[config.mk]
export PLATFORM = sky130hd
export DESIGN_NAME = stcomp_horner_step
export DESIGN_NICKNAME = d
export VERILOG_FILES = /design/src/hw/rtl/stcomp_pkg.sv /design/src/hw/rtl/stcomp_horner_step.sv
export SDC_FILE = /design/constraint.sdc
export NUM_CORES = 2
export LEC_CHECK = 0
export ABC_AREA = 0
export BUFFER_PORTS_ARGS = -buffer_cell sky130_fd_sc_hd__buf_4
export CORE_ASPECT_RATIO = 0.75
export CORE_MARGIN = 5
export CORE_UTILIZATION = 30
export DETAILED_ROUTE_END_ITERATION = 7
export GPL_ROUTABILITY_DRIVEN = 0
export SLEW_MARGIN = 25
export SYNTH_ARGS = -nofsm -noshare
export SYNTH_HDL_FRONTEND = slang
export SYNTH_SLANG_ARGS = --single-unit
[constraint.sdc]
create_clock -name clk -period 4.59 [get_ports clk]
set_input_delay 0.459 -clock clk [delete_from_list [all_inputs] [get_ports clk]]
set_output_delay 0.459 -clock clk [all_outputs]
set_load 0.05 [all_outputs]
[src/hw/rtl/stcomp_pkg.sv]
// ----------------------------------------------------------------------------
// stcomp_pkg
// shared widths, codes and types of the temperature compensation block
// ----------------------------------------------------------------------------
package stcomp_pkg;

	localparam int TEMP_W    = 16;
	localparam int RAW_W     = 26;
	localparam int COEF_W    = 32;
	localparam int CFG_W     = 64;
	localparam int OUT_W     = 48;
	localparam int STAT_W    = 2;
	localparam int OUT_FRAC  = 16;
	localparam int RAW_FRAC  = 16;
	localparam int TEMP_FRAC = 8;
	// six coefficients below 2^31 each, |u| <= 1
	localparam int ACC_W     = 36;

	localparam int OFF_STEPS  = 5;
	localparam int GAIN_STEPS = 3;

	localparam int NUM_REGS  = 5;
	localparam int CFG_IDX_W = 3;
	localparam int TIN_W     = 48;
	localparam int TOUT_W    = 56;

	localparam int COEF_FRAC_BITS_DEF  = 30;
	localparam int TEMP_NORM_SHIFT_DEF = 7;

	localparam logic [CFG_IDX_W-1:0] REG_OFF_0_1  = 3'd0;
	localparam logic [CFG_IDX_W-1:0] REG_OFF_2_3  = 3'd1;
	localparam logic [CFG_IDX_W-1:0] REG_OFF_4_5  = 3'd2;
	localparam logic [CFG_IDX_W-1:0] REG_GAIN_0_1 = 3'd3;
	localparam logic [CFG_IDX_W-1:0] REG_GAIN_2_3 = 3'd4;

	typedef enum logic [STAT_W-1:0] {
		ST_OK   = 2'd0,
		ST_SAT  = 2'd1,
		ST_ZERO = 2'd2
	} status_t;

	typedef struct packed {
		logic neg;
		logic zero;
	} div_flags_t;

endpackage

[src/hw/rtl/stcomp_horner_step.sv]
// ----------------------------------------------------------------------------
// stcomp_horner_step
// one horner step in two stages: multiply, then round, shift and add
// ----------------------------------------------------------------------------
module stcomp_horner_step import stcomp_pkg::*; #(
	parameter int SHIFT = TEMP_FRAC + TEMP_NORM_SHIFT_DEF
) (
	input  logic                     clk,
	input  logic                     arst_n,
	input  logic                     en,
	input  logic                     vld_in,
	input  logic signed [ACC_W-1:0]  acc_in,
	input  logic signed [TEMP_W-1:0] t_in,
	input  logic signed [COEF_W-1:0] coef,
	output logic                     vld_out,
	output logic signed [ACC_W-1:0]  acc_out,
	output logic signed [TEMP_W-1:0] t_out
);

	localparam int PW = ACC_W + TEMP_W;
	localparam logic signed [PW:0] RND = {{PW{1'b0}}, 1'b1} << (SHIFT - 1);

	logic signed [PW-1:0]     prod_s1;
	logic signed [TEMP_W-1:0] t_s1, t_s2;
	logic                     vld_s1, vld_s2;
	logic signed [ACC_W-1:0]  acc_s2;

	logic signed [PW:0]      psum;
	logic signed [PW:0]      pshift;
	logic signed [ACC_W-1:0] acc_nxt;

	always_comb begin
		psum    = {prod_s1[PW-1], prod_s1} + RND;
		pshift  = psum >>> SHIFT;
		acc_nxt = pshift[ACC_W-1:0] + {{(ACC_W-COEF_W){coef[COEF_W-1]}}, coef};
	end

	always_ff @(posedge clk or negedge arst_n) begin
		if (!arst_n) begin
			vld_s1 <= 1'b0;
			vld_s2 <= 1'b0;
		end else if (en) begin
			vld_s1 <= vld_in;
			vld_s2 <= vld_s1;
		end
	end

	always_ff @(posedge clk) begin
		if (en) begin
			prod_s1 <= acc_in * t_in;
			t_s1    <= t_in;
			acc_s2  <= acc_nxt;
			t_s2    <= t_s1;
		end
	end

	assign vld_out = vld_s2;
	assign acc_out = acc_s2;
	assign t_out   = t_s2;

endmodule

## Word level (Yosys, flattened, before mapping)

Cells that the tools add are included.

| storage, ports and cells | value |
|---|---|
| flip-flop bits (word level) | 121 |
| input bits | 88 |
| output and inout port bits | 53 |
| word-level logic and storage cells | 9 |

| operators by class | value |
|---|---|
| $add $sub $neg | 2 |
| multipliers | 1 |

Operator list:

| cell | count |
|---|---|
| 51-bit by 16-bit adder with 51-bit output, second input constant | 1 |
| 36-bit by 16-bit multiplier with 51-bit output | 1 |
| 36-bit adder | 1 |

## Longest topological paths before layout

| logic depth | value |
|---|---|
| depth after elaboration | 2 |
| gate-level depth with buffers | 26 |
| mapped depth without buffers | 24 |

## Least setup slack after synthesis

Ideal clock, no wire load.

| timing path | value |
|---|---|
| path type | input port to flip-flop |
| start point | in t_in[7] |
| end point | reg prod_s1[43], data pin |
| library setup time | 0.260 ns |
| data arrival time | 6.445 ns |
| required time | 4.330 ns |
| setup slack | -2.115 ns |
| cell stages on the path | 22 |
| path buffers | 2 |
| cell sequence | clkbuf_1 -> clkbuf_1 -> nand2_1 -> fa_1 -> inv_1 -> fa_1 -> fa_1 -> fa_1 -> fa_1 -> inv_1 -> fa_1 -> inv_1 -> ha_1 -> a221oi_2 -> o211ai_1 -> a211oi_2 -> a2111oi_1 -> or3_4 -> a21o_1 -> o41a_4 -> a31oi_1 -> xnor2_1 |

| on the way | value |
|---|---|
| word-level cells in the longest chain between the ends | 1 |

RTL lines:

| what | line | text |
|---|---|---|
| start, declared | stcomp_horner_step.sv:13 | `input logic signed [TEMP_W-1:0] t_in,` |
| 36-bit by 16-bit multiplier with 51-bit output | stcomp_horner_step.sv:50 | `prod_s1 <= acc_in * t_in;` |
| end signal, assigned | stcomp_horner_step.sv:50 |  |
| end, declared | stcomp_horner_step.sv:23 | `logic signed [PW-1:0] prod_s1;` |

No other way between the ends.
A chain may end at the register's enable or synchronous reset.

## Final worst setup path

| timing path | value |
|---|---|
| start point | in t_in[6] |
| end point | reg prod_s1[48], data pin |

The elaborated chain is that of the path after synthesis.

==> flow_summary.toml <==
[yosys]
ys_top_cells_by_area = "fa_1, edfxtp_1, inv_1"
yosysSeqAreaShare_pct = 13.0
ys.flop_type = "edfxtp_1"
synth-edff-count = 105
ys_ff_latch = 107
post_synth.cell_area_avg_sq_um = 9.44
synthCells = 2619
ys_warn_count = 0
syn-cell-area_sq_um = 24700
synth.net_count = 3396
ys_async_sr_fraction_pct = 1.87
yosysTopAreaCellShare_pct = 43.4
post-synth-top-area-cell = "fa_1"
yosysUniqueCellTypes = 59

[final_layout]
area_growth_pct = 28.2
diodes = 0
nets = 3828
final_layout_size_suffix_gt1_share_pct = 25.3
postLayoutCellArea_sq_um = 31700

[worst_setup_path]
rr_startpoint = "prod_s1[22]"
crit_buf_inv = 8
startpoint = "t_in[6]"
crit_slowest_cell = "fa_2"
critPathMaxStageDelay_ns = 0.57
cp_top_family = "adder cells"
crit_top_cell = "fa_1"
regToRegSetupSlack_ns = 0.44
cp_num_cells = 25
r2r-end = "acc_out[35]"
start_kind = "input pin"
cp.required_ns = 4.73
endpoint_kind = "register"
worstPathMaxFanout = 6
worstSetupPathType = "input pin to register"
r2r_cells = 19
crit_arrival_ns = 6.23

[global_route]
overflow = 0
grt_pass1_wl_mm = 113
antenna_found_initial = 1
grt_max_degree = 108
grt_usage_pct = 16.5
grt_pass1_vias = 19400

[routing]
routed_wl_mm = 72.4
dr.pass1.iters = 5
drt_iter0_drc = 1190
drcViolationCount = 0
post_drt_wl_per_cell_um = 17.6
avgViaCountPerCell = 4.51
ant_nets = 0
vias = 18600

[placed_design]
post-place-ws_ns = -2.12
place_area_sq_um = 29600
io_buffers = 140
dpl.hpwl_mm = 60.8

[sta]
slew_violations = 0
finalHoldViolCount = 0
finalClockSkew_ns = 0.0175
relSlewSlack_pct = 56.4
setup_ws_ns = -1.50
min_period_ns = 6.09
fmax_ghz = 0.164
fin_crit_sh_pct = 133
rsz0062_at_grt = "true"
setup_viol = 37
worst_pin_slew_ns = 0.654

[die]
initial_utilization_pct = 30.2
dieArea_sq_um = 88300
die_h_um = 259
rows = 91
die_w_um = 341
core_sq_um = 82000
ioPinCount = 141

[worst_hold_path]
hold_class = "input pin to register"
hp-start = "vld_in"
hold_depth = 2
holdPathEnd = "vld_s1"

[clocking]
cts_num_sinks = 107
cts_htree_levels = 3
cts_buffer_depth = 2
clk_latency_ns = 0.38
cts_tree = "built"
cts_buffers = 9
clkTransAtPathRegs_ns = 0.09
cts_root_buffer = "clkbuf_16"

[run_status]
outcome = "complete, but fails checks"
violations = "negative setup slack"

[flow_run]
max_cap_viol_count = 0
==> metal layers <==
metal  track usage [%]  wire [um]
met3              6.47       8600
met5                 0         11
met1              24.8      34300
met2              22.8      28500
met4              2.58       1040
==> repair_timing <==
item / CTS / global route
buffers inserted: 39 / 17
endpoints found under the setup margin: 37 / 39
gates cloned: 3 / 3
pin swaps: 106 / 76
resized for setup: 240 / 91
hold buffers: 1 / 0
hold endpoints to repair: 2 / 0
==> cells in the mapped netlist (27+ instances only) <==
master and number:
nand3_1 36, and2_1 229, a21o_1 33, xor2_1 27, nand2_1 358, clkbuf_1 102, xnor2_1 83, nor2_1 75
edfxtp_1 105, inv_1 619, ha_1 153, fa_1 536, a21oi_1 64
==> per-stage QoR <==
step / cells / TNS [ns] / util [%] / hold slack, ns
final: 4125 / -41.37 / 38.7 / 0.302
after global routing: 4125 / -46.56 / 38.7 / 0.283
after CTS: 4109 / -40.99 / 38.1 / 0.279
after detailed placement: 4052 / -62.86 / 36.1 / 0.243
after global placement: 4052 / -62.05 / 36.1 / 0.244
after floorplan: 2619 / -40.37 / - / 0.163
==> state kept, by name (all words and copies together), names as in the netlist <==
register and count:
acc_out 36, prod_s1 37, t_out 16, t_s1 16
vld_out 1, vld_s1 1
==> cell families after synthesis <==
| kind of cell | synth area share [%] |
|---|---|
| compound gates | 5.74 |
| xor+xnor | 3.90 |
| fa+ha+maj | 51.1 |
| buf+inv | 11.0 |
| flops | 13.0 |
| mux | 0.0911 |
| simple gates | 15.2 |
==> area by class of cell <==
type | count | area (sq um)
timing repair buffer | 524 | 4690
clock inverter | 7 | 93.8
tap | 1069 | 1340
inverter | 619 | 2330
multi-input combinational | 1790 | 19800
fill | 8155 | 50300
sequential | 107 | 3200
clock buffer | 9 | 225
==> how the worst max path moves through the flow <==
stage	to	slack, ns
2_1_floorplan	prod_s1[43]	-1.78
3_5_place_dp	prod_s1[43]	-2.12
5_1_grt	prod_s1[48]	-1.62
4_1_cts	prod_s1[41]	-1.52
6_report	prod_s1[48]	-1.50
3_3_place_gp	prod_s1[43]	-2.10
==> worst reg2reg max path, cell delays in order, from the launching register on <==
cell and delay, ns:
edfxtp_1 0.44, and4_1 0.25, and3_1 0.23, nand4_1 0.16, nor2_2 0.20, nand2_1 0.14, nor2_1 0.17, nand2_1 0.09
xnor2_1 0.14, ha_1 0.36, or3_1 0.36, o21ai_0 0.15, o211ai_1 0.18, a211oi_1 0.21, buf_4 0.17, nor3_1 0.06
a21oi_1 0.23, o31ai_1 0.11, a21oi_1 0.17, xnor2_1 0.09
==> placed cells by master, fill, tap and decap left out, types with 12 or more instances in the layout <==
cell,instances
and2_4,24
nand2_1,347
buf_4,422
a21o_1,33
fa_2,55
o21a_1,13
ha_4,19
o21ai_0,15
ha_1,132
clkbuf_16,12
nor2_1,63
edfxtp_1,105
fa_1,481
and2_1,205
buf_8,13
inv_2,32
and3_1,18
inv_1,586
buf_12,23
buf_6,57
a21oi_1,49
nand3_1,33
xnor2_1,83
xor2_1,26
Power is not shown: default switching activity piles up to over one toggle a cycle in this logic, so the estimate is an artifact.
